[src/rtl/core/pngu_pkg.sv]
// ----------------------------------------------------------------------------
// pngu_pkg
// Shared types and constants for the PNG RGBA8 scanline unfilter.
// ----------------------------------------------------------------------------
`default_nettype none

package pngu_pkg;

    // Row geometry
    localparam int MAX_WIDTH = 4096;
    localparam int COL_W     = $clog2(MAX_WIDTH);
    localparam int ROW_W     = 16;
    localparam int WCFG_W    = 13;

    // Configuration port
    localparam int CFG_DATA_W = 16;
    localparam int CFG_IDX_W  = 1;
    localparam logic [CFG_IDX_W-1:0] CFG_WIDTH  = 1'b0;
    localparam logic [CFG_IDX_W-1:0] CFG_HEIGHT = 1'b1;

    // Short queues (item queue and result queue)
    localparam int QDEPTH = 4;
    localparam int QPTR_W = $clog2(QDEPTH);
    localparam int QCNT_W = $clog2(QDEPTH + 1);

    // Filter types; every unknown code is folded into FILT_RAW
    typedef enum logic [2:0] {
        FILT_NONE  = 3'd0,
        FILT_SUB   = 3'd1,
        FILT_UP    = 3'd2,
        FILT_AVG   = 3'd3,
        FILT_PAETH = 3'd4,
        FILT_RAW   = 3'd7
    } t_filter;

    // Byte position within a pixel, in stream order
    typedef enum logic [1:0] {
        LANE_R = 2'd0,
        LANE_G = 2'd1,
        LANE_B = 2'd2,
        LANE_A = 2'd3
    } t_lane;

    // One classified sample byte, front to back
    typedef struct packed {
        logic [7:0]       data;
        t_lane            lane;
        logic [COL_W-1:0] col;
        logic [ROW_W-1:0] row;
        t_filter          kind;
        logic             prior_ok;
        logic             last_row;
        logic             last_img;
    } t_item;

    // One finished pixel
    typedef struct packed {
        logic [31:0]      pixel;
        logic [COL_W-1:0] col;
        logic [ROW_W-1:0] row;
        logic             last_row;
        logic             last_img;
        logic             skipped;
    } t_result;

endpackage

`default_nettype wire

[src/rtl/core/pngu_item_q.sv]
// ----------------------------------------------------------------------------
// pngu_item_q
// Short queue of classified sample bytes between front and back end.
// ----------------------------------------------------------------------------
`default_nettype none

module pngu_item_q import pngu_pkg::*; (
    input  wire logic  i_clk,
    input  wire logic  i_rst_n,
    input  wire logic  i_push,
    input  wire t_item i_item,
    input  wire logic  i_pop,
    output logic       o_full,
    output logic       o_empty,
    output t_item      o_head
);

    t_item             r_mem [QDEPTH];
    logic [QPTR_W-1:0] r_wp, r_rp;
    logic [QCNT_W-1:0] r_cnt;
    logic              do_push, do_pop;

    assign o_full  = (r_cnt == QCNT_W'(QDEPTH));
    assign o_empty = (r_cnt == '0);
    assign do_push = i_push && !o_full;
    assign do_pop  = i_pop && !o_empty;
    assign o_head  = r_mem[r_rp];

    // Storage
    always_ff @(posedge i_clk) begin
        if (do_push) begin
            r_mem[r_wp] <= i_item;
        end
    end

    // Pointers and fill level
    always_ff @(posedge i_clk) begin
        if (!i_rst_n) begin
            r_wp  <= '0;
            r_rp  <= '0;
            r_cnt <= '0;
        end else begin
            if (do_push) begin
                r_wp <= r_wp + QPTR_W'(1);
            end
            if (do_pop) begin
                r_rp <= r_rp + QPTR_W'(1);
            end
            if (do_push && !do_pop) begin
                r_cnt <= r_cnt + QCNT_W'(1);
            end else if (do_pop && !do_push) begin
                r_cnt <= r_cnt - QCNT_W'(1);
            end
        end
    end

endmodule

`default_nettype wire

[config.mk]
export PLATFORM = sky130hd
export DESIGN_NAME = pngu_item_q
export DESIGN_NICKNAME = d
export VERILOG_FILES = /design/src/rtl/core/pngu_pkg.sv /design/src/rtl/core/pngu_item_q.sv
export SDC_FILE = /design/constraint.sdc
export NUM_CORES = 1
export LEC_CHECK = 0
export ABC_AREA = 0
export ABC_CLOCK_PERIOD_IN_PS = 4200
export BUFFER_PORTS_ARGS = -buffer_cell sky130_fd_sc_hd__buf_2
export CORE_MARGIN = 5
export CORE_UTILIZATION = 59
export DETAILED_ROUTE_END_ITERATION = 8
export PLACE_DENSITY = 0.82
export SETUP_SLACK_MARGIN = 0.02
export SYNTH_ARGS = -nofsm -noshare
export SYNTH_HDL_FRONTEND = slang
export SYNTH_SLANG_ARGS = --single-unit
[constraint.sdc]
create_clock -name i_clk -period 4.2 [get_ports i_clk]
set_input_delay 0.84 -clock i_clk [delete_from_list [all_inputs] [get_ports i_clk]]
set_output_delay 0.84 -clock i_clk [all_outputs]
set_load 0.05 [all_outputs]
After elaboration in Yosys (flattened, before gate mapping)
Memory sizes are Yosys's and may differ from the RTL's. A register that Yosys moved wholly into a read port is not among the register bits. Index checks and enable logic that the tools add are counted.

Flip-flop bits (word level): 7. RAM bits: 176. Input port bits: 48. Output and inout bits: 46. Memories kept: 1.

Memories: r_mem (words 4, width 44, rd ports 1, clocked after memory_dff 1, write ports 1, line pngu_item_q.sv:18) `t_item r_mem [QDEPTH];`.

$add $sub $neg: 4. Eq/ne operators: 1. Multiplexer cells: 6. Reductions and logical operators: 10.

Operator list (count): $mux W3 (2); $add A2 B1 Y2 const B (2); $logic_and A1 B1 Y1 (4); $logic_not A1 Y1 (4); $mux W2 (2); $add A3 B1 Y3 const B (1); $eq A3 B3 Y1 const B (1); $logic_not A3 Y1 (1); $sub A3 B1 Y3 const B (1); $mux W1 (2); $reduce_bool A2 Y1 (1).

Depth between registers and ports, before layout
Gate-level depths: netlist of the first run.

Word-level depth: 7. Mapped depth: 9. Depth with buffers taken out: 8.

Worst setup path before layout of the first run
Ideal clock, no wire load.

Path kind: input to register. From: in i_push. To: mem r_mem[0][0] (netlist bit) (enable). Setup time: 0.406 ns. Arrival time: 2.188 ns. Data required time: 3.794 ns. Setup slack: 1.606 ns. Stages on the path: 3. Buffers on the path: 1. Path through: nor2b_1 -> buf_2 -> and2_1.

Longest elaborated chain between the ends: 3.

Ends and longest elaborated chain: start: declaration (line pngu_item_q.sv:10) `input wire logic i_push,`; $logic_and A1 B1 Y1 (line pngu_item_q.sv:25) `assign do_push = i_push && !o_full;`; net do_push (line pngu_item_q.sv:21) `logic do_push, do_pop;`; $mux W1 (line pngu_item_q.sv:31) `if (do_push) begin`; $mux W1 (implied by the code) (line pngu_item_q.sv:32) `r_mem[r_wp] <= i_item;`; end: declaration (line pngu_item_q.sv:18).

The timed path passes the listed nets, and every way through them passes these cells.

==> reports/qor.yml, run 1 <==
fin_worst_skew_ps: 9.29
gp_congestion: 0.710
fin_crit_sh_pct: 75.0
syn_nets: 332
yosysUniqueCellTypes: 25
cts_max_level: 4
overflow: 0
fin_nets: 437
fmax_ghz: 0.318
worst-r2r-cell-count: 4
hold_viol: 0
diodes: 0
grt_pass1_vias: 3381
portBuffers: 93
min_path_type: "flip-flop to flip-flop"
holdPathStages: 2
viasPerCell: 5.77
async_flop_share_pct: 0
cts.sinks: 185
ys_warn_count: 0
p_int_uw: 3780
postSynthCellCount: 278
die_x_um: 118
start_kind: "flip-flop"
vias: 3108
wire_per_inst_um: 22.5
drv_slew: 0
ys.flop_type: "edfxtp_1"
cts_buffer_depth: 2
r2r-start: "r_cnt[0]"
synth_edf_count: 176
ys_seq_area_share_pct: 79.3
ios: 94
path_class: "flip-flop to output pin"
die_h_um: 118
r2r_setup_slack_ps: 1720
core_um2: 11400
powerDensity_nw_per_um2: 707
finalWirelength_um: 12100
switchingPower_uw: 1930
cts_tree: "done"
finalSetupViolations: 0
synth-seq-cells: 185
regArea_um2: 5470
grt_first_pass_wirelength_um: 19300
drive_above_1_share_pct: 44.2
pwr-share-comb_pct: 28.3
clk_pin_slew_ps: 60
tightest_slew_ps: 1150
r2r_end: "r_mem[2][20]"
p_leak_uw: 0.00277
grt_max_degree: 45
max-vdd-ir-drop_mv: 0.563
p_sw_share_pct: 33.8
outcome: "finished clean"
crit_path_max_fanout: 44
cts_resized: 0
whs_endpoint: "r_wp[1]"
finish.utilization_pct: 70.8
max_slew_margin_pct: 23.6
cp.required_ps: 3360
drc: 0
rows: 39
dieArea_um2: 13900
dp_hpwl_um: 7350
p_clk_share_pct: 28.7
period_minus_slack_ps: 3150
start_util_pct: 60.3
rsz0062_at_grt: "false"
clk_latency_ps: 420
synthesis.area_um2: 6890
antenna_left: 0
antenna_found_initial: 1
post_cts_buffers: 0
grt_util_all_layers_pct: 18.8
hp-start: "r_wp[1]"
end_kind: "output pin"
cts_hold_buf: 0
n_fill_cell: 683
syn_area_per_cell_um2: 24.8
first_pass_iters: 4
layout_common_cells: "edfxtp_1, buf_2, mux4_2, clkbuf_16, dfxtp_1"
drt_iter0_drc: 186
design_power_total_uw: 5710
fin_tns_setup_ps: 0
syn2layout_area_growth_pct: 17.3
multi_input_area_um2: 1290
final_common_cell: "edfxtp_1"
cp_data_arrival_time_ps: 2310
numCtsBuffers: 17
root_buffer: "clkbuf_16"
maxCapViolations: 0
seq_power_share_pct: 42.9
[synthesized netlist by cell type (2+ instances only)]
cell | instances | area (um2)
xnor2_1 | 3 | 26.3
buf_12 | 4 | 80.1
edfxtp_1 | 176 | 5290
inv_1 | 3 | 11.3
mux4_2 | 40 | 901
mux4_1 | 4 | 105
ha_1 | 5 | 62.6
dfxtp_1 | 9 | 180
mux2i_1 | 3 | 30.0
and2_1 | 8 | 50.1
nor2b_1 | 2 | 12.5
buf_2 | 5 | 25.0
nand2_1 | 4 | 15.0
[critical path, cell delays in order, from the launching register on]
cell,delay [ps]
dfxtp_4,910
mux4_1,700
buf_2,240
[per-layer routing]
| layer | part of all wire, % | routed length, um | track usage, % | up-vias |
|---|---|---|---|---|
| met5 | 0.11 | 13 | 0 | - |
| met4 | 1.4 | 164 | 6.67 | 2 |
| met3 | 6.3 | 764 | 6.54 | 14 |
| met2 | 51 | 6220 | 29.9 | 114 |
| met1 | 41 | 4960 | 24.4 | 1596 |
| li1 | - | - | - | 1382 |
[cell families after synthesis]
kind of cell	synth area share [%]
compound gates	0.490
xor+xnor	0.509
fa+ha+maj	1.20
buf+inv	1.98
flops	79.3
mux	15.0
simple gates	1.47
[state kept, by name, summed over array words and instances (netlist names), named ones only]
name and count:
r_wp 2, r_cnt 3, r_rp 2, r_mem 176
[cell type report]
cell class / instances / area share, %
Clock buffer: 17 / 5.26
Clock inverter: 15 / 2.45
Inverter: 3 / 0.139
Multi-Input combinational cell: 78 / 16.0
Sequential cell: 185 / 67.7
Tap cell: 143 / 2.21
Timing Repair Buffer: 98 / 6.22
[power by group through the flow]
stage          registers (uW)  clock network, uW  logic, uW
2_1_floorplan            2330                  0       1490
3_3_place_gp             2480                  0       1620
3_5_place_dp             2500                  0       1630
4_1_cts                  2460               1670       1640
5_1_grt                  2490               1760       1700
6_report                 2450               1640       1620
[through the flow]
step           cells  cell area (um2)  hold slack, ps  setup slack [ps]
2_1_floorplan    278             6890             468              1610
3_3_place_gp     507             7460             482              1430
3_5_place_dp     507             7460             501              1350
4_1_cts          539             8080             516               983
5_1_grt          539             8080             539               859
6_report         539             8080             516              1050
[worst max path at each step]
stage | slack, ps | to | cells after the start | start
detailed placement | 1350 | r_mem[3][0] | 4 | i_push
floorplan | 1610 | r_mem[0][0] | 3 | i_push
global route | 860 | o_head[37] | 2 | flip-flop
CTS | 980 | o_head[37] | 2 | flip-flop
global placement | 1430 | r_mem[2][1] | 4 | i_push
finish | 1050 | o_head[37] | 2 | flip-flop
No activity file was read; power rests on OpenSTA's default activity.
==> inputs of run 2 (changes only) <==
ABC_AREA = 1   (was 0)
ABC_CLOCK_PERIOD_IN_PS = 2600   (was 4200)
CORE_UTILIZATION = 51   (was 59)
PLACE_DENSITY = 0.75   (was 0.82)
clock period = 2.6 ns   (was 4.2 ns; I/O delays follow)
==> reports/qor.yml, run 2 <==
outcome: "finished clean"
fmax_ghz: 0.407
min_path_type: "primary input to flip-flop"
syn_area_per_cell_um2: 14.3  # -42%
crit_chain: "buf_6 > o21ai_0 > o22ai_1 > buf_2"
synth_top_area_cell: "edfxtp_1"
crit_family: "buffers and inverters"
finish.utilization_pct: 60.8  # -10 points
slowest_stage: "dfxtp_2"
cp_data_arrival_time_ps: 1940  # -370 ps
dieArea_um2: 16400  # +17%
core_um2: 13800  # +21%
regMostFlops: "r_mem"
rows: 43  # +10%
ios: 94  # unchanged
design_power_total_uw: 9290  # +63%
clk_pin_slew_ps: 70  # about the same
wire_per_inst_um: 18.8  # -16%
drt_iter0_drc: 414  # +120%
drive_above_1_share_pct: 27.3  # -17 points
end_kind: "output pin"
rsz0062_at_grt: "false"
period_minus_slack_ps: 2460
die_h_um: 128  # +8.4%
maxCapViolations: 0  # unchanged
numCtsBuffers: 17  # unchanged
fin_worst_skew_ps: 7.39  # -1.90 ps
placed_area_um2: 7800  # +4.7%
ys_seq_area_share_pct: 77.0  # -2.3 points
post_cts_buffers: 0  # unchanged
cp.buffers_inverters: 2  # +1
postSynthCellCount: 495  # +78%
cts_buffer_depth: 2  # unchanged
fin_tns_setup_ps: 0  # unchanged
antenna_left: 0  # unchanged
drc: 0  # unchanged
path_class: "flip-flop to output pin"
tightest_slew_ps: 457  # -688 ps
grt_first_pass_wirelength_um: 23100  # +19%
async_flop_share_pct: 0  # unchanged
finalWirelength_um: 14900  # +23%
hold_viol: 0  # unchanged
final_common_cell: "edfxtp_1"
crit_path_max_fanout: 54  # +23%
gp_congestion: 0.720  # +1.5%
viasPerCell: 5.54  # -3.9%
p_leak_uw: 0.00299  # +8.1%
finalSetupViolations: 0  # unchanged
first_pass_iters: 5  # +1
synth_most_common_cell: "edfxtp_1"
fin_nets: 649  # +49%
max-vdd-ir-drop_mv: 0.552  # -2.1%
grt_max_degree: 55  # +22%
start_util_pct: 51.5  # -8.8 points
root_buffer: "clkbuf_16"
synth_commonest_cells: "edfxtp_1, nor2_1, o21ai_0"
start_kind: "flip-flop"
synth.area.top_cells: "edfxtp_1, o21ai_0, nor2_1, o22ai_1, dfxtp_1"
portBuffers: 93  # unchanged
overflow: 0  # unchanged
synth-seq-cells: 185  # unchanged
cts_max_level: 4  # unchanged
cp.required_ps: 2080  # -1280 ps
reg_top3: "r_mem x176, r_cnt x3"
postLayoutSetupSlackWorst_ps: 144  # -907 ps
powerDensity_nw_per_um2: 1110  # +57%
cts_tree: "done"
synth_top_area_share_pct: 74.5  # -2.2 points
clk_latency_ps: 420  # about the same
grt_util_all_layers_pct: 18.6  # -0.26 points
dp_hpwl_um: 8870  # +21%
finalInstanceArea_um2: 8370  # +3.6%
largest_register_ffs: 176  # unchanged
yosysUniqueCellTypes: 23  # -8.0%
ys_warn_count: 0  # unchanged
vias: 4371  # +41%
dp_slack_ps: 509  # -845 ps
fin_crit_sh_pct: 94.4
max_slew_margin_pct: 69.5  # +46 points
syn2layout_area_growth_pct: 18.0
die_x_um: 128  # +8.4%
cts_resized: 0  # unchanged
grt_pass1_vias: 4540  # +34%
layout_common_cells: "edfxtp_1, buf_2, nor2_1, o21ai_0, o22ai_1"
syn_nets: 549  # +65%
ys.flop_type: "edfxtp_1"
synth_edf_count: 176  # unchanged
cts_hold_buf: 0  # unchanged
slowest_delay_ps: 410  # -500 ps
drv_slew: 0  # unchanged
antenna_found_initial: 1  # unchanged
cts.sinks: 185  # unchanged
synthesis.area_um2: 7100  # +3.0%
run 2: final timing paths:
check	from	endpoint	slack [ps]	depth (start not counted)
worst min register to register	r_rp[1]	flip-flop	500	2
worst min-delay path	i_item[38]	r_mem[3][38]	310	1
worst max-delay path	flip-flop	o_head[43]	140	4
worst max register to register	r_cnt[1]	r_cnt[1]	700	9
run 2: final cells by class:
cell class                 instances  area [um2]
inverter                          18        75.1
fill                            1091        5400
sequential                       185        5470
timing repair buffer             108         632
clock buffer                      21         460
antenna                            1        2.50
multi-input combinational        265        1410
tap                              180         225
clock inverter                    11        96.3
run 2: report_power, final:
group	leakage, uW	switching [uW]	internal [uW]
sequential	0.00169	103	3620
clock	0.000274	1060	1370
combinational	0.00103	2420	718
total	0.00299	3580	5710
run 2: stage by stage:
step	hold WS (ps)	instances
5_1_grt	290	789
6_report	305	789
4_1_cts	288	788
2_1_floorplan	465	495
3_5_place_dp	498	756
3_3_place_gp	486	756
run 2: cell families (layout without fill, tap and decap cells):
kind of cell	after synthesis	after routing	share of synthesized area [%]
fa+ha+maj	6	6	1.16
simple gates	122	122	6.93
other cells	0	1	0
compound gates	136	136	11.3
buf+inv	45	158	3.51
xor+xnor	1	1	0.123
flops	185	185	77.0
run 2: worst reg2reg max path: stages (launching register included):
cell	delay, ps
dfxtp_1	340
nor2_1	150
nand2_1	130
nand2_1	110
inv_1	70
ha_1	210
inv_1	90
fa_1	410
o21ai_0	230
nor2_1	70
run 2: metal layers:
layer  vias up  GRT usage [%]  part of all wire [%]
li1       2037              -                     -
met1      2175           22.5                    42
met2       146           32.7                    52
met3        13           4.83                   5.6
met4         0           5.56                  0.89
met5         -              0                     0
==> inputs of run 3 (changes only) <==
ABC_AREA = 0   (was 1)
CAP_MARGIN = 20   (was unset)
CELL_PAD_IN_SITES_DETAIL_PLACEMENT = 0   (was unset)
CELL_PAD_IN_SITES_GLOBAL_PLACEMENT = 2   (was unset)
CORE_UTILIZATION = 40   (was 51)
PLACE_DENSITY = unset   (was 0.75)
PLACE_DENSITY_LB_ADDON = 0.1   (was unset)
==> reports/qor.yml, run 3 (same netlist as run 1, synthesis figures left out) <==
fin_tns_setup_ps: 0  # unchanged
largest_register_ffs: 176  # unchanged
antenna_found_initial: 1  # unchanged
grt_pass1_vias: 3348  # -26%
pwr-share-comb_pct: 32.0  # -1.7 points
maxCapViolations: 0  # unchanged
path_class: "flip-flop to output pin"
finalSetupViolations: 0  # unchanged
core_um2: 17100  # +24%
p_clk_share_pct: 28.3  # +2.1 points
overflow: 0  # unchanged
clk_latency_ps: 420  # about the same
final_common_cell: "edfxtp_1"
cts_buffer_depth: 2  # unchanged
placed_area_um2: 7750  # -0.64%
tightest_slew_ps: 476  # +18.1 ps
outcome: "finished clean"
grt_first_pass_wirelength_um: 18800  # -19%
portBuffers: 93  # unchanged
antenna_left: 0  # unchanged
rsz0062_at_grt: "false"
ios: 94  # unchanged
start_kind: "flip-flop"
fmax_ghz: 0.413  # +1.3%
cts_hold_buf: 0  # unchanged
clk_pin_slew_ps: 60  # about the same
gp_congestion: 0.693  # -3.7%
seq_power_share_pct: 39.7  # -0.4 points
grt_util_all_layers_pct: 12.8  # -5.7 points
drive_above_1_share_pct: 46.2  # +19 points
cts_max_level: 4  # unchanged
fin_worst_skew_ps: 6.64  # -0.747 ps
crit_chain: "buf_12 > mux4_1 > buf_2"
dp_hpwl_um: 7840  # -12%
period_minus_slack_ps: 2420  # -31.6 ps
cp_data_arrival_time_ps: 1900  # -40 ps
switchingPower_uw: 3100  # -13%
end_kind: "output pin"
finalInstanceArea_um2: 8430  # +0.66%
crit_path_max_fanout: 13  # -76%
vias: 3105  # -29%
r2r-start: "r_cnt[0]"
layout_common_cells: "edfxtp_1, buf_2, mux4_2, clkbuf_16, buf_4"
numCtsBuffers: 17  # unchanged
hp-start: "i_item[42]"
regMostFlops: "r_mem"
drv_slew: 0  # unchanged
cts_tree: "done"
powerDensity_nw_per_um2: 1120  # +1.0%
p_leak_uw: 0.00289  # -3.5%
first_pass_iters: 4  # -1
die_x_um: 141  # +10%
cts.sinks: 185  # unchanged
p_sw_share_pct: 32.8  # -5.7 points
hold_viol: 0  # unchanged
rows: 48  # +12%
finalWirelength_um: 12200  # -18%
dieArea_um2: 20000  # +22%
start_util_pct: 40.3  # -11 points
max-vdd-ir-drop_mv: 0.551  # -0.12%
drc: 0  # unchanged
reg_top3: "r_mem x176, r_cnt x3"
slowest_stage: "mux4_1"
stdcell_count: 638  # -19%
max_slew_margin_pct: 68.3  # -1.2 points
syn2layout_area_growth_pct: 22.3
n_fill_cell: 1420  # +30%
p_int_uw: 6350  # +11%
grt_max_degree: 28  # -49%
diodes: 0  # -1
fin_nets: 454  # -30%
die_h_um: 141  # +10%
cp.required_ps: 2080  # about the same
viasPerCell: 4.87  # -12%
min_path_type: "primary input to flip-flop"
fin_crit_sh_pct: 93.2  # -1.2 points
drt_iter0_drc: 145  # -65%
wire_per_inst_um: 19.1  # +1.7%
dp.cells: 600  # -21%
slowest_delay_ps: 600  # +190 ps
root_buffer: "clkbuf_16"
==> run 3: cell types whose count changed in the layout (fill, tap and decap cells not counted), moves of 5 or more <==
cell     before  now
nor2_2       10    0
mux4_2        0   40
o21ai_0      82    1
o22ai_2      10    0
nand2_1      15    4
buf_12        4    9
nor2_1       88    0
o22ai_1      34    0
o21ai_1       7    0
inv_1        16    3
==> run 3: power by group through the flow <==
stage | Sequential (uW) | Clock [uW] | Combinational (uW)
after floorplan | 3760 | 0 | 2410
after global placement | 3830 | 0 | 3000
after detailed placement | 3840 | 0 | 3010
after CTS | 3780 | 2740 | 3010
after global routing | 3780 | 2870 | 3210
final | 3750 | 2680 | 3020
==> run 3: worst max-delay path, delay by kind of cell (launching register included) <==
family                 cells  cell delay, ps
buffers and inverters      2             430
muxes                      1             600
DFF                        1             450
==> run 3: repair_timing <==
item | 4_1_cts | 5_1_grt
gates resized for setup | 0 | 0
endpoints found under the setup margin | 0 | 2
buffers inserted | 0 | 6
==> run 3: final cells by class <==
cell class	count	area, um2	share of cell area, %
repair buffers	115	743	8.82
clock inverters	8	144	1.71
well taps	225	282	3.34
flip-flops and latches	185	5470	64.9
inverters	3	11.3	0.134
clock buffers	24	482	5.72
multi-input cells	78	1290	15.4
==> run 3: stage by stage <==
stage	hold slack [ps]	worst slack, ps	power [uW]	utilization (%)
after floorplan	468	163	6170	-
after global placement	484	506	6840	45.3
after detailed placement	502	438	6860	45.3
after CTS	292	33.9	9530	49.0
after global routing	299	106	9860	49.2
final	314	176	9450	49.2
==> run 3: worst paths after layout <==
path / cells after the start / slack (ps) / end
hold / removal: 1 / 310 / r_mem[0][42]
hold reg to reg: 2 / 510 / r_wp[0]
setup / recovery: 3 / 180 / o_head[28]
setup reg to reg: 8 / 510 / r_cnt[2]
==> run 3: routing by layer <==
metal  up-vias  routed length (um)  global-route usage [%]
met3        13                 614                    3.77
met5         -                   7                       0
li1       1418                   -                       -
met2        74                6210                    20.7
met4         2                 179                    5.05
met1      1598                5210                    16.5
