### src/rtl/core/pngu_pkg.sv
// ----------------------------------------------------------------------------
// pngu_pkg
// Shared types and constants for the PNG RGBA8 scanline unfilter.
// ----------------------------------------------------------------------------
`default_nettype none

package pngu_pkg;

    // Row geometry
    localparam int MAX_WIDTH = 4096;
    localparam int COL_W     = $clog2(MAX_WIDTH);
    localparam int ROW_W     = 16;
    localparam int WCFG_W    = 13;

    // Configuration port
    localparam int CFG_DATA_W = 16;
    localparam int CFG_IDX_W  = 1;
    localparam logic [CFG_IDX_W-1:0] CFG_WIDTH  = 1'b0;
    localparam logic [CFG_IDX_W-1:0] CFG_HEIGHT = 1'b1;

    // Short queues (item queue and result queue)
    localparam int QDEPTH = 4;
    localparam int QPTR_W = $clog2(QDEPTH);
    localparam int QCNT_W = $clog2(QDEPTH + 1);

    // Filter types; every unknown code is folded into FILT_RAW
    typedef enum logic [2:0] {
        FILT_NONE  = 3'd0,
        FILT_SUB   = 3'd1,
        FILT_UP    = 3'd2,
        FILT_AVG   = 3'd3,
        FILT_PAETH = 3'd4,
        FILT_RAW   = 3'd7
    } t_filter;

    // Byte position within a pixel, in stream order
    typedef enum logic [1:0] {
        LANE_R = 2'd0,
        LANE_G = 2'd1,
        LANE_B = 2'd2,
        LANE_A = 2'd3
    } t_lane;

    // One classified sample byte, front to back
    typedef struct packed {
        logic [7:0]       data;
        t_lane            lane;
        logic [COL_W-1:0] col;
        logic [ROW_W-1:0] row;
        t_filter          kind;
        logic             prior_ok;
        logic             last_row;
        logic             last_img;
    } t_item;

    // One finished pixel
    typedef struct packed {
        logic [31:0]      pixel;
        logic [COL_W-1:0] col;
        logic [ROW_W-1:0] row;
        logic             last_row;
        logic             last_img;
        logic             skipped;
    } t_result;

endpackage

`default_nettype wire

### src/rtl/core/pngu_front.sv
// ----------------------------------------------------------------------------
// pngu_front
// Accepts stream bytes, tracks filter type, lane, column and row, and turns
// each sample byte into a classified item for the back end.
// ----------------------------------------------------------------------------
`default_nettype none

module pngu_front import pngu_pkg::*; (
    input  wire logic                  i_clk,
    input  wire logic                  i_rst_n,
    input  wire logic                  i_cfg_we,
    input  wire logic [CFG_IDX_W-1:0]  i_cfg_idx,
    input  wire logic [CFG_DATA_W-1:0] i_cfg_data,
    input  wire logic                  i_push,
    input  wire logic [7:0]            i_data_byte,
    input  wire logic                  i_q_full,
    output logic                       o_q_push,
    output t_item                      o_item
);

    typedef enum logic [1:0] {
        FS_FILTER = 2'b01,
        FS_SAMPLE = 2'b10
    } t_front_state;

    t_front_state     r_state, n_state;
    t_filter          r_kind, n_kind;
    t_lane            r_lane, n_lane;
    logic [COL_W-1:0] r_col, n_col;
    logic [ROW_W-1:0] r_row, n_row;
    logic             r_prior_ok, n_prior_ok;
    logic [WCFG_W-1:0] r_width;
    logic [ROW_W-1:0]  r_height;

    logic              accept;
    logic [WCFG_W-1:0] w_eff;
    logic [ROW_W-1:0]  h_eff;
    logic              last_row, last_img;
    t_filter           kind_in;

    assign accept = i_push && !i_q_full;

    // Clamp the configured geometry
    always_comb begin
        if (r_width == '0) begin
            w_eff = WCFG_W'(1);
        end else if (r_width > WCFG_W'(MAX_WIDTH)) begin
            w_eff = WCFG_W'(MAX_WIDTH);
        end else begin
            w_eff = r_width;
        end
        h_eff = (r_height == '0) ? ROW_W'(1) : r_height;
    end

    assign last_row = ({1'b0, r_col} + WCFG_W'(1)) >= w_eff;
    assign last_img = last_row && (({1'b0, r_row} + 17'd1) >= {1'b0, h_eff});

    // Decode the filter byte
    always_comb begin
        case (i_data_byte)
            8'd0:    kind_in = FILT_NONE;
            8'd1:    kind_in = FILT_SUB;
            8'd2:    kind_in = FILT_UP;
            8'd3:    kind_in = FILT_AVG;
            8'd4:    kind_in = FILT_PAETH;
            default: kind_in = FILT_RAW;
        endcase
    end

    // Classified item for the queue
    always_comb begin
        o_item.data     = i_data_byte;
        o_item.lane     = r_lane;
        o_item.col      = r_col;
        o_item.row      = r_row;
        o_item.kind     = r_kind;
        o_item.prior_ok = r_prior_ok;
        o_item.last_row = last_row;
        o_item.last_img = last_img;
    end

    assign o_q_push = accept && (r_state == FS_SAMPLE);

    // Position tracking
    always_comb begin
        n_state    = r_state;
        n_kind     = r_kind;
        n_lane     = r_lane;
        n_col      = r_col;
        n_row      = r_row;
        n_prior_ok = r_prior_ok;
        if (accept) begin
            case (r_state)
                FS_FILTER: begin
                    n_kind  = kind_in;
                    n_state = FS_SAMPLE;
                    n_lane  = LANE_R;
                    n_col   = '0;
                    if (r_row == '0) begin
                        n_prior_ok = 1'b0;
                    end
                end
                FS_SAMPLE: begin
                    if (r_lane != LANE_A) begin
                        n_lane = t_lane'(r_lane + 2'd1);
                    end else begin
                        n_lane = LANE_R;
                        if (last_row) begin
                            n_state = FS_FILTER;
                            n_col   = '0;
                            n_row   = last_img ? '0 : r_row + ROW_W'(1);
                            if (r_kind != FILT_RAW) begin
                                n_prior_ok = 1'b1;
                            end
                        end else begin
                            n_col = r_col + COL_W'(1);
                        end
                    end
                end
                default: begin
                    n_state = FS_FILTER;
                end
            endcase
        end
    end

    always_ff @(posedge i_clk) begin
        if (!i_rst_n) begin
            r_state    <= FS_FILTER;
            r_kind     <= FILT_NONE;
            r_lane     <= LANE_R;
            r_col      <= '0;
            r_row      <= '0;
            r_prior_ok <= 1'b0;
        end else begin
            r_state    <= n_state;
            r_kind     <= n_kind;
            r_lane     <= n_lane;
            r_col      <= n_col;
            r_row      <= n_row;
            r_prior_ok <= n_prior_ok;
        end
    end

    // Configuration registers
    always_ff @(posedge i_clk) begin
        if (!i_rst_n) begin
            r_width  <= WCFG_W'(1);
            r_height <= ROW_W'(1);
        end else if (i_cfg_we) begin
            case (i_cfg_idx)
                CFG_WIDTH:  r_width  <= i_cfg_data[WCFG_W-1:0];
                CFG_HEIGHT: r_height <= i_cfg_data[ROW_W-1:0];
                default:    r_width  <= r_width;
            endcase
        end
    end

endmodule

`default_nettype wire

### config.mk
export PLATFORM = sky130hd
export DESIGN_NAME = pngu_front
export DESIGN_NICKNAME = d
export VERILOG_FILES = /design/src/rtl/core/pngu_pkg.sv /design/src/rtl/core/pngu_front.sv
export SDC_FILE = /design/constraint.sdc
export NUM_CORES = 1
export LEC_CHECK = 0
export CAP_MARGIN = 10
export CORE_MARGIN = 4
export CORE_UTILIZATION = 65
export CTS_CLUSTER_SIZE = 8
export DETAILED_ROUTE_END_ITERATION = 12
export DONT_BUFFER_PORTS = 1
export PLACE_DENSITY_LB_ADDON = 0.1
export SETUP_SLACK_MARGIN = 0.4
export SYNTH_ARGS = -nofsm -noshare
export SYNTH_HDL_FRONTEND = slang
export SYNTH_SLANG_ARGS = --single-unit
export TNS_END_PERCENT = 100
### constraint.sdc
create_clock -name i_clk -period 7.2 [get_ports i_clk]
set_input_delay 1.08 -clock i_clk [delete_from_list [all_inputs] [get_ports i_clk]]
set_output_delay 1.08 -clock i_clk [all_outputs]
set_load 0.01 [all_outputs]
# ---- Word-level counts from Yosys, hierarchy flattened
# Index checks and enable logic that the tools add are counted.
dict set report op_classes {
  n_addsub 5
  magnitude_cmp 3
  n_eq_ne 12
  n_mux 18
  bitwise_logic 2
  reduce_logical 17
}
# op count
set ops {}
lappend ops {{logical NOT 16 bit} 2}
lappend ops {{two-way mux 16 bit} 2}
lappend ops {{two-way mux 13 bit} 2}
lappend ops {{two-way mux 12 bit} 2}
lappend ops {{case mux 12 bit (2 select lines)} 1}
lappend ops {{adder 16 x 1 -> 17 bit, second input constant} 1}
lappend ops {{greater-or-equal comparator 17 x 16 -> 1 bit} 1}
lappend ops {{adder 16 x 1 -> 16 bit, second input constant} 1}
lappend ops {{equality test 8 x 2 -> 1 bit, second input constant} 2}
lappend ops {{case mux 3 bit (5 select lines)} 1}
lappend ops {{adder 12 x 1 -> 13 bit, second input constant} 1}
lappend ops {{greater-or-equal comparator 13 bit} 1}
lappend ops {{greater-than comparator 13 bit, second input constant} 1}
lappend ops {{logical NOT 13 bit} 1}
lappend ops {{adder 12 x 1 -> 12 bit, second input constant} 1}
lappend ops {{equality test 8 x 1 -> 1 bit, second input constant} 1}
lappend ops {{equality test 8 x 3 -> 1 bit, second input constant} 1}
lappend ops {{logical NOT 8 bit} 1}
lappend ops {{inequality test 2 bit, second input constant} 4}
lappend ops {{case mux 2 bit (2 select lines)} 2}
lappend ops {{AND reduction 2 bit} 4}
lappend ops {{two-way mux 2 bit} 3}
lappend ops {{AND reduction 3 bit} 2}
lappend ops {{AND reduction 6 bit} 1}
lappend ops {{12 further kinds} 18}
dict set report totals {
  register_bits 65
  in_bits 30
  output_inout_bits 45
  wordCells 65
}

# ---- Depth between registers and ports, before layout
# Gate-level depths: netlist of run 1.
dict set report logic_depth {
  depth_word 7
  ltp_mapped 13
  ltp_nobuf 11
}

# ---- Worst setup path before layout of run 1
# Ideal clock, no wire load.
dict set report synth_path {
  path_type {reg2out}
  startpoint {reg r_row[2]}
  endpoint {out o_item[0] in the netlist's numbering}
  t_arrival_ps 2616
  setup_slack_ps 3504
  path_stages_with_launch 13
  cell_sequence {dfxtp_1 clkbuf_1 and4_1 nand4_1 nor2_1 xor2_1 ha_1 nor2b_1 a311o_1 a21oi_4 and2_1 nor2_1 buf_4}
}
dict set report synth_via {
  elab_chain_cells 3
}
# item line_no
set synth_lines {}
lappend synth_lines {{start: declaration} pngu_front.sv:30} ;# logic [ROW_W-1:0] r_row, n_row;
lappend synth_lines {{start signal: assignment} pngu_front.sv:140} ;# r_row <= n_row;
lappend synth_lines {{adder 16 x 1 -> 17 bit} pngu_front.sv:56} ;# assign last_img = last_row && (({1'b0, r_row} + 17'd1) >= {1'b0, h_eff});
lappend synth_lines {{greater-or-equal comparator 17 x 16 -> 1 bit} pngu_front.sv:56}
lappend synth_lines {{logical AND 1 bit} pngu_front.sv:56}
lappend synth_lines {{end: declaration} pngu_front.sv:18} ;# output t_item o_item
# No other way between the ends.

==> impl_metrics.env, run 1 <==
export IMPL_min_path_cells=2
export IMPL_ctsLongestPathBuffers=2
export IMPL_cts_buffers=9
export IMPL_root_buffer="clkbuf_8"
export IMPL_min_period_over_period_pct=64.16
export IMPL_met1_length_um=4441
export IMPL_io_buffers=0
export IMPL_grt_pass1_wl_um=16030
export IMPL_antenna_found_initial=0
export IMPL_post_cts_setup_buffer_count=0
export IMPL_firstDrtPassIters=5
export IMPL_yosysUniqueCellTypes=51
export IMPL_critPathCaptureType="output port"
export IMPL_maxSlewHeadroom_pct=32.59
export IMPL_num_io_pins=75
export IMPL_place_congestion=0.8382
export IMPL_dp_cells=564
export IMPL_dr_first_iter_drc_count=302
export IMPL_fin_skew_ps=9.691
export IMPL_wl_met3_um=793
export IMPL_core_area_um2=6026
export IMPL_initial_core_util_pct=68.02
export IMPL_power_frac_seq_pct=49.1
export IMPL_vias_per_cell=6.219
export IMPL_powerDensity_nw_per_um2=184.1
export IMPL_ys_ff_latch=65
export IMPL_p_sw_share_pct=26.67
export IMPL_cp_depth=11
export IMPL_fp_dieH_um=87.41
export IMPL_hold_violations=0
export IMPL_cp_start_kind="flip-flop"
export IMPL_synth_avg_cell_area_um2=7.778
export IMPL_routed_wl_um=9692
export IMPL_synthDominantCellAreaShare_pct=31.75
export IMPL_syn_inst=527
export IMPL_p_int_uw=566.0
export IMPL_cts_resized=0
export IMPL_htreeDepth=3
export IMPL_cts_tree="built"
export IMPL_cts_hold_buf=0
export IMPL_wl_met2_um=4361
export IMPL_synth_area_top_cells="dfxtp_1, nand2_1, ha_1, a21boi_0, a21oi_1"
export IMPL_grt_pass1_vias=3356
export IMPL_path_max_fanout=14
export IMPL_fill_cells=505
export IMPL_cp_required_ps=6120
export IMPL_top_layer_used="met4"
export IMPL_diodes=0
export IMPL_final_net_count=565
export IMPL_drv_slew=0
export IMPL_cts_num_sinks=65
export IMPL_synth_seq_area_share_pct=31.75
export IMPL_netlist_top_cells_count="nand2_1, dfxtp_1, ha_1, a21oi_1, inv_1"
export IMPL_critPathMaxStageDelay_ps=780
export IMPL_setup_tns_final_ps=0
export IMPL_cp_num_buf_inv=0
export IMPL_clkTransAtPathRegs_ps=80
export IMPL_num_rows=28
export IMPL_fin_cells=580
export IMPL_worst_pin_slew_ps=1009
export IMPL_synthArstFlopShare_pct=0
export IMPL_yosysTopAreaCell="dfxtp_1"
export IMPL_drc_errors=0
export IMPL_cpMaxStageDelayCell="o21bai_1"
export IMPL_ant_nets=0
export IMPL_final_util_pct=69.58
export IMPL_postSynthNetCount=592
export IMPL_hold_path_class="flip-flop to flip-flop"
export IMPL_dieArea_um2=7641
export IMPL_post_dp_cell_area_um2=3988
export IMPL_yosysWarnings=0
export IMPL_post_route_cells_drive_above_1_share_pct=5.347
export IMPL_grt_remaining_overflow=0
export IMPL_die_w_um=87.41
export IMPL_maxCapViolations=0
export IMPL_fmax_mhz=216.5
export IMPL_synth_edf_count=0
export IMPL_critical_path_top_delay_family="compound AO/OA/AOI/OAI gates"
export IMPL_stdcell_area_um2=4193
export IMPL_switching_power_uw=205.8
export IMPL_syn2layout_area_growth_pct=2.289
export IMPL_critical_path_class="flip-flop to output port"
export IMPL_min_period_ps=4619
export IMPL_finalSetupViolCount=0
export IMPL_r2r_cells=11
export IMPL_synth_ff_type="dfxtp_1"
export IMPL_p_leak_uw=0.001612
export IMPL_status="finished clean"
export IMPL_grt_max_degree=60
export IMPL_grtUsageTotal_pct=26.27
export IMPL_dp_hpwl_um=7134
export IMPL_rsz0062_at_grt="no"
export IMPL_crit_arrival_ps=3540
export IMPL_peakVddDrop_v=0.0001347
export IMPL_clock_latency_ps=350
export IMPL_num_vias=3607
export IMPL_drt_wirelength_per_cell_um=16.71
export IMPL_syn_area_um2=4099
export IMPL_path_cells="ha_1 > and3_1 > nand3_1 > xnor2_1 > ha_1 > a21o_1 > nand3_1 > a21oi_1 > o21bai_1 > and2_1 > nor2_1"
export IMPL_combPwrFrac_pct=9.4
export IMPL_yosysMostFrequentCell="nand2_1"
export IMPL_clkPwrFrac_pct=41.5
-- layer usage --
metal / GRT usage (%) / vias up
li1: - / 1780
met1: 35.62 / 1654
met2: 40.75 / 158
met3: 7.379 / 15
met4: 7.252 / 0
met5: 0 / -
-- cell usage in the layout (no fill, tap or decap), drive strengths merged, types with 3 or more instances in the layout --
cell type,instances
ha,35
o211ai,3
xor2,7
nor2b,4
nor3,12
dfxtp,65
a41o,3
and2,5
xnor2,17
a31oi,6
or3,3
and3,4
a21boi,22
and4,8
a21o,3
o21ai,10
nand4,13
nand2,129
nand2b,5
nand3,23
clkbuf,10
inv,24
nor2,15
nand4b,3
a21oi,31
o22ai,7
o221ai,3
clkinv,3
nor4,8
-- worst paths after layout --
| kind | start | endpoint | slack (ps) |
|---|---|---|---|
| worst max-delay path | r_row[0]$_SDFFE_PN0P_ | o_item[0] | 2580 |
| worst min-delay path | r_height[9]$_SDFFE_PN0P_ | r_height[9]$_SDFFE_PN0P_ | 480 |
| worst max register to register | r_col[2]$_SDFFE_PN0P_ | r_row[13]$_SDFFE_PN0P_ | 3350 |
| worst min register to register | r_height[9]$_SDFFE_PN0P_ | r_height[9]$_SDFFE_PN0P_ | 480 |
-- power groups by stage --
stage | clock [uW] | sequential (uW) | combinational, uW
2_1_floorplan | 0 | 384 | 70.7
3_3_place_gp | 0 | 387 | 69.6
3_5_place_dp | 0 | 387 | 71.4
4_1_cts | 324 | 379 | 72.3
5_1_grt | 341 | 380 | 82.4
6_report | 320 | 379 | 72.7
-- sequential cells by signal, indices dropped and copies added, names as in the netlist --
| name | count |
|---|---|
| r_row | 16 |
| r_kind | 3 |
| r_lane | 2 |
| r_col | 12 |
| r_prior_ok | 1 |
| r_state | 2 |
| r_height | 16 |
| r_width | 13 |
-- worst reg2reg max path, cell delays in order, from the launching register on --
cell and delay [ps]:
dfxtp_1 510, and4_1 330, nor2b_1 240, nand3_1 130, xnor2_1 170, ha_1 340, nand4_1 140, nor3_1 180
o31a_1 270, o31a_1 680, nand3_2 410, o32ai_1 390
-- area by class of cell --
class / count / area (um^2) / share of cell area (%)
multi-input cells: 399 / 2495 / 59.50
flip-flops and latches: 65 / 1301 / 31.04
clock buffers: 10 / 137.6 / 3.283
well taps: 75 / 93.84 / 2.238
inverters: 24 / 90.09 / 2.149
clock inverters: 6 / 67.56 / 1.611
repair buffers: 1 / 7.507 / 0.1791
-- metrics by stage --
stage	worst slack (ps)	total power, uW	hold WS [ps]
global route	2303	804.1	490.6
detailed placement	3011	458.9	467.1
floorplan	3504	455.0	441.1
CTS	2632	775.5	476.7
finish	2581	771.8	475.3
global placement	3159	456.7	462.3
-- logic make-up after synthesis --
logic type	count (synthesis)	synth area share, %
compound gates	101	17.06
xor+xnor	24	5.128
fa+ha+maj	35	10.68
buf+inv	63	7.387
flops	65	31.75
mux	2	0.5494
simple gates	237	27.44
Note: power is estimated with default switching activity, not from simulation.
==> run 2: changes to the inputs <==
- CORE_UTILIZATION: 65 -> 58
- clock period: 7.2 -> 3.8 ns (I/O delays scaled with it)
==> run 2 against run 1 <==
Cell count rose by 6.4%. Register-to-register slack got worse by 2700 ps. Sequential cell count did not move. Routed wire length rose by 4.3%. Core utilization fell by 3.8 points. Cell area rose by 7.2%. Critical path type unchanged. Critical endpoint unchanged.
==> impl_metrics.env, run 2 (synthesis results as in run 1) <==
export IMPL_fin_cells=617
export IMPL_num_vias=3653
export IMPL_hold_ws_ps=329.7
export IMPL_maxCapViolations=0
export IMPL_io_buffers=0
export IMPL_p_leak_uw=0.001738
export IMPL_clkTransAtPathRegs_ps=80
export IMPL_final_net_count=581
export IMPL_layout_common_cells="nand2_1, dfxtp_1, ha_1"
export IMPL_drc_errors=0
export IMPL_cp_start_kind="flip-flop"
export IMPL_path_cells="ha_4 > and4_1 > and4_4 > xor2_2 > ha_1 > a21oi_2 > nor2b_1 > a311o_1 > a21oi_4 > and2_4 > nor2_4"
export IMPL_grt_max_degree=60
export IMPL_switching_power_uw=398.2
export IMPL_firstDrtPassIters=4
export IMPL_largestRegisters="r_height: 16 flops, r_row: 16 flops, r_width: 13 flops"
export IMPL_grt_remaining_overflow=0
export IMPL_dp_hpwl_um=7403
export IMPL_root_buffer="clkbuf_8"
export IMPL_peakVddDrop_v=0.0002059
export IMPL_grt_pass1_wl_um=16350
export IMPL_critPathCaptureType="output port"
export IMPL_drv_slew=0
export IMPL_status="finished clean"
export IMPL_rrSetupSlack_ps=690
export IMPL_hold_violations=0
export IMPL_syn2layout_area_growth_pct=9.676
export IMPL_combPwrFrac_pct=11.0
export IMPL_die_w_um=92.07
export IMPL_cts_hold_buf=0
export IMPL_htreeDepth=3
export IMPL_r2r_start="r_row[0]$_SDFFE_PN0P_"
export IMPL_r2r_cells=12
export IMPL_p_sw_share_pct=25.40
export IMPL_cts_buffers=9
export IMPL_min_path_cells=1
export IMPL_hold_path_class="input port to flip-flop"
export IMPL_initial_core_util_pct=60.00
export IMPL_holdPathEnd="r_height[0]$_SDFFE_PN1P_"
export IMPL_critPathLaunch="r_row[0]$_SDFFE_PN0P_"
export IMPL_critical_path_class="flip-flop to output port"
export IMPL_powerDensity_nw_per_um2=348.7
export IMPL_grt_pass1_vias=3289
export IMPL_ctsLongestPathBuffers=2
export IMPL_drt_wirelength_per_cell_um=16.38
export IMPL_dieArea_um2=8476
export IMPL_p_int_uw=1170
export IMPL_cpMaxStageDelayCell="dfxtp_4"
export IMPL_place_congestion=0.8581
export IMPL_clkPwrFrac_pct=43.7
export IMPL_num_rows=30
export IMPL_ant_nets=0
export IMPL_cts_tree="built"
export IMPL_min_period_over_period_pct=86.83
export IMPL_fp_dieH_um=92.07
export IMPL_cts_num_sinks=65
export IMPL_diodes=0
export IMPL_fin_skew_ps=8.888
export IMPL_clock_latency_ps=350
export IMPL_min_from="i_rst_n"
export IMPL_critPathMaxStageDelay_ps=410
export IMPL_cp_required_ps=3230
export IMPL_min_period_ps=3299
export IMPL_dr_first_iter_drc_count=139
export IMPL_antenna_found_initial=0
export IMPL_vias_per_cell=5.921
export IMPL_num_io_pins=75
export IMPL_dp_cells=592
export IMPL_final_common_cell="nand2_1"
export IMPL_worst_pin_slew_ps=807.6
export IMPL_fmax_mhz=303.1
export IMPL_finalSetupViolCount=0
export IMPL_routed_wl_um=10110
export IMPL_setup_tns_final_ps=0
export IMPL_post_route_cells_drive_above_1_share_pct=14.78
export IMPL_power_frac_seq_pct=45.3
export IMPL_rsz0062_at_grt="no"
export IMPL_path_max_fanout=7
export IMPL_grtUsageTotal_pct=24.05
export IMPL_core_area_um2=6832
export IMPL_maxSlewHeadroom_pct=46.10
export IMPL_timing_rr_end="r_row[13]$_SDFFE_PN0P_"
export IMPL_crit_arrival_ps=2730
[run 2: changes by cell type in the layout (fill, tap and decap cells not counted), sizes merged]
cell      before  now
clkbuf        10   11
bufinv         1    2
buf            1   17
clkinvlp       2    1
clkinv         3    2
[run 2: cell type report]
| class | instances | area, um^2 |
|---|---|---|
| clock inverters | 5 | 77.57 |
| repair buffers | 17 | 127.6 |
| multi-input cells | 399 | 2581 |
| fillers | 607 | 2336 |
| inverters | 24 | 90.09 |
| well taps | 96 | 120.1 |
| flip-flops and latches | 65 | 1348 |
| clock buffers | 11 | 151.4 |
[run 2: worst max path at each step]
stage           endpoint  slack (ps)  cells after the start
3_5_place_dp   o_item[0]         400                     10
2_1_floorplan  o_item[0]         610                     12
3_3_place_gp   o_item[0]         390                     10
4_1_cts        o_item[0]         420                     10
5_1_grt        o_item[0]         400                     11
6_report       o_item[0]         500                     11
[run 2: power by group through the flow]
| stage | Clock, uW | Sequential, uW | Combinational (uW) |
|---|---|---|---|
| detailed placement | 0 | 734 | 139 |
| finish | 685 | 711 | 172 |
| global placement | 0 | 734 | 135 |
| floorplan | 0 | 728 | 134 |
| global route | 729 | 713 | 191 |
| CTS | 694 | 717 | 151 |
[run 2: repair_timing]
action,4_1_cts,5_1_grt
setup buffers,4,5
pin swaps,1,8
setup endpoints to repair,2,3
gates resized for setup,21,28
[run 2: per-stage QoR]
| stage | util, % | setup slack (ps) | area [um^2] | power (uW) |
|---|---|---|---|---|
| final | 65.81 | 500.6 | 4496 | 1568 |
| after global routing | 65.81 | 404.9 | 4496 | 1634 |
| after CTS | 64.03 | 415.2 | 4374 | 1563 |
| after detailed placement | 59.52 | 398.8 | 4066 | 872.9 |
| after global placement | 59.52 | 390.7 | 4066 | 868.8 |
| after floorplan | - | 614.0 | 4099 | 862.1 |
[run 2: worst max-delay path: cells and delay by family (launching register included)]
family | cells | cell delay (ps)
adders and majority gates | 2 | 440
and+or+nand+nor | 5 | 740
DFF | 1 | 410
xor gates and xnor gates | 1 | 160
AOI/OAI and AO/OA | 3 | 630
[run 2: layer usage]
metal	track usage [%]	wire length (um)	part of all wire, %
met1	32.96	4623	46
met2	37.04	4569	45
met3	6.809	796	7.9
met4	6.436	121	1.2
met5	0	0	0
==> run 3: changes to the inputs <==
- clock period: 3.8 -> 2.9 ns (I/O delays scaled with it)
==> run 3 against run 2 <==
The run now ends with setup timing left. Non-clock buffer count up 55. Highest routed layer unchanged. Core utilization up 11 points. Critical path depth down 1. Total power up 34%. First-iteration DRC count up 92%. Via count up 11%. Cell count up 8.9%. Critical endpoint unchanged. Cell area up 17%. Largest power group unchanged.
==> impl_metrics.env, run 3 (synthesis results as in run 1) <==
export IMPL_status="complete, but fails checks"
export IMPL_failed_checks="setup timing"
export IMPL_layout_common_cells="nand2_1, buf_4, dfxtp_1"
export IMPL_min_period_ps=3095
export IMPL_syn2layout_area_growth_pct=28.33
export IMPL_cp_required_ps=2470
export IMPL_largestRegisters="r_height: 16 flops, r_row: 16 flops, r_width: 13 flops"
export IMPL_maxSlewHeadroom_pct=38.93
export IMPL_path_max_fanout=5
export IMPL_final_net_count=636
export IMPL_hold_path_class="input port to flip-flop"
export IMPL_initial_core_util_pct=60.00
export IMPL_crit_arrival_ps=2660
export IMPL_drc_errors=0
export IMPL_grt_pass1_wl_um=18590
export IMPL_powerDensity_nw_per_um2=398.5
export IMPL_cts_tree="built"
export IMPL_worst_pin_slew_ps=915.1
export IMPL_dp_hpwl_um=7933
export IMPL_ff_latch_area_um2=1341
export IMPL_routed_wl_um=11910
export IMPL_hold_violations=0
export IMPL_clock_latency_ps=360
export IMPL_dieArea_um2=8476
export IMPL_grtUsageTotal_pct=27.37
export IMPL_root_buffer="clkbuf_8"
export IMPL_clkTransAtPathRegs_ps=80
export IMPL_p_leak_uw=0.002120
export IMPL_power_total_uw=2096
export IMPL_vias_per_cell=6.048
export IMPL_rsz0062_at_grt="yes"
export IMPL_num_io_pins=75
export IMPL_final_common_cell="nand2_1"
export IMPL_pre_cts_ws_ps=-0.9350
export IMPL_critPathCaptureType="output port"
export IMPL_min_period_over_period_pct=106.7
export IMPL_drt_wirelength_per_cell_um=17.72
export IMPL_ctsLongestPathBuffers=2
export IMPL_peakVddDrop_v=0.0003447
export IMPL_fill_cells=500
export IMPL_final_util_pct=77.00
export IMPL_post_route_cells_drive_above_1_share_pct=29.34
export IMPL_antenna_found_initial=0
export IMPL_die_w_um=92.07
export IMPL_cts_hold_buf=0
export IMPL_ant_nets=0
export IMPL_num_rows=30
export IMPL_finalSetupViolCount=27
export IMPL_htreeDepth=3
export IMPL_grt_pass1_vias=3796
export IMPL_drv_slew=0
export IMPL_dr_first_iter_drc_count=267
export IMPL_fin_ws_ps=-195.3
export IMPL_firstDrtPassIters=6
export IMPL_setup_tns_final_ps=-1762
export IMPL_fmax_mhz=323.1
export IMPL_cp_start_kind="flip-flop"
export IMPL_core_area_um2=6832
export IMPL_fin_skew_ps=15.04
export IMPL_io_buffers=0
export IMPL_maxCapViolations=0
export IMPL_diodes=0
export IMPL_grt_remaining_overflow=0
export IMPL_cts_num_sinks=65
export IMPL_place_congestion=0.8658
export IMPL_multi_input_area_um2=2863
export IMPL_fp_dieH_um=92.07
export IMPL_grt_max_degree=60
export IMPL_num_vias=4064
export IMPL_critical_path_class="flip-flop to output port"
export IMPL_cts_buffers=9
-- run 3: critical path, cell delays in order, from the launching register on --
cell	delay, ps
dfxtp_4	400
and4_4	240
nor2b_4	170
nand3_2	120
xnor2_4	180
ha_4	290
nand4_1	150
nor3_1	170
o31a_1	320
nor3_4	110
nor2_2	150
-- run 3: per-layer routing --
layer	share of wire (%)	GRT usage [%]
met4	1.8	9.530
met1	43	35.29
met3	8.9	8.121
met5	0	0
met2	47	43.49
-- run 3: area by class of cell --
class                      count  share of cell area [%]
multi-input combinational    399                   54.42
sequential                    65                   25.50
timing repair buffer          72                   11.87
clock buffer                  10                   2.831
tap                           96                   2.284
inverter                      24                   1.713
clock inverter                 6                   1.380
-- run 3: worst paths after layout --
| kind | startpoint | to | slack [ps] | depth (start not counted) |
|---|---|---|---|---|
| worst min-delay path | i_rst_n | r_width[0]$_SDFFE_PN1P_ | 190 | 1 |
| worst min register to register | r_width[0]$_SDFFE_PN1P_ | r_width[0]$_SDFFE_PN1P_ | 470 | 2 |
| worst max register to register | r_col[4]$_SDFFE_PN0P_ | r_row[12]$_SDFFE_PN0P_ | -130 | 13 |
| worst max-delay path | r_col[4]$_SDFFE_PN0P_ | o_item[0] | -200 | 10 |
-- run 3: what timing repair did --
action	4_1_cts	5_1_grt
gates resized for setup	61	34
setup endpoints to repair	33	33
buffers inserted	17	15
pin swaps	39	26
cloned	2	0
-- run 3: power breakdown --
part	leakage (uW)	internal, uW	total (uW)	switching [uW]
combinational	0.00147	130	285	156
sequential	0.000539	910	934	24.1
clock	0.000109	458	876	418
total	0.00212	1500	2100	598
-- run 3: through the flow --
stage	area (um^2)	hold slack [ps]	instances
after floorplan	4220	441.1	527
after global placement	4373	460.0	622
after detailed placement	4373	461.2	622
after CTS	4967	157.1	657
after global routing	5260	163.1	672
final	5260	192.3	672
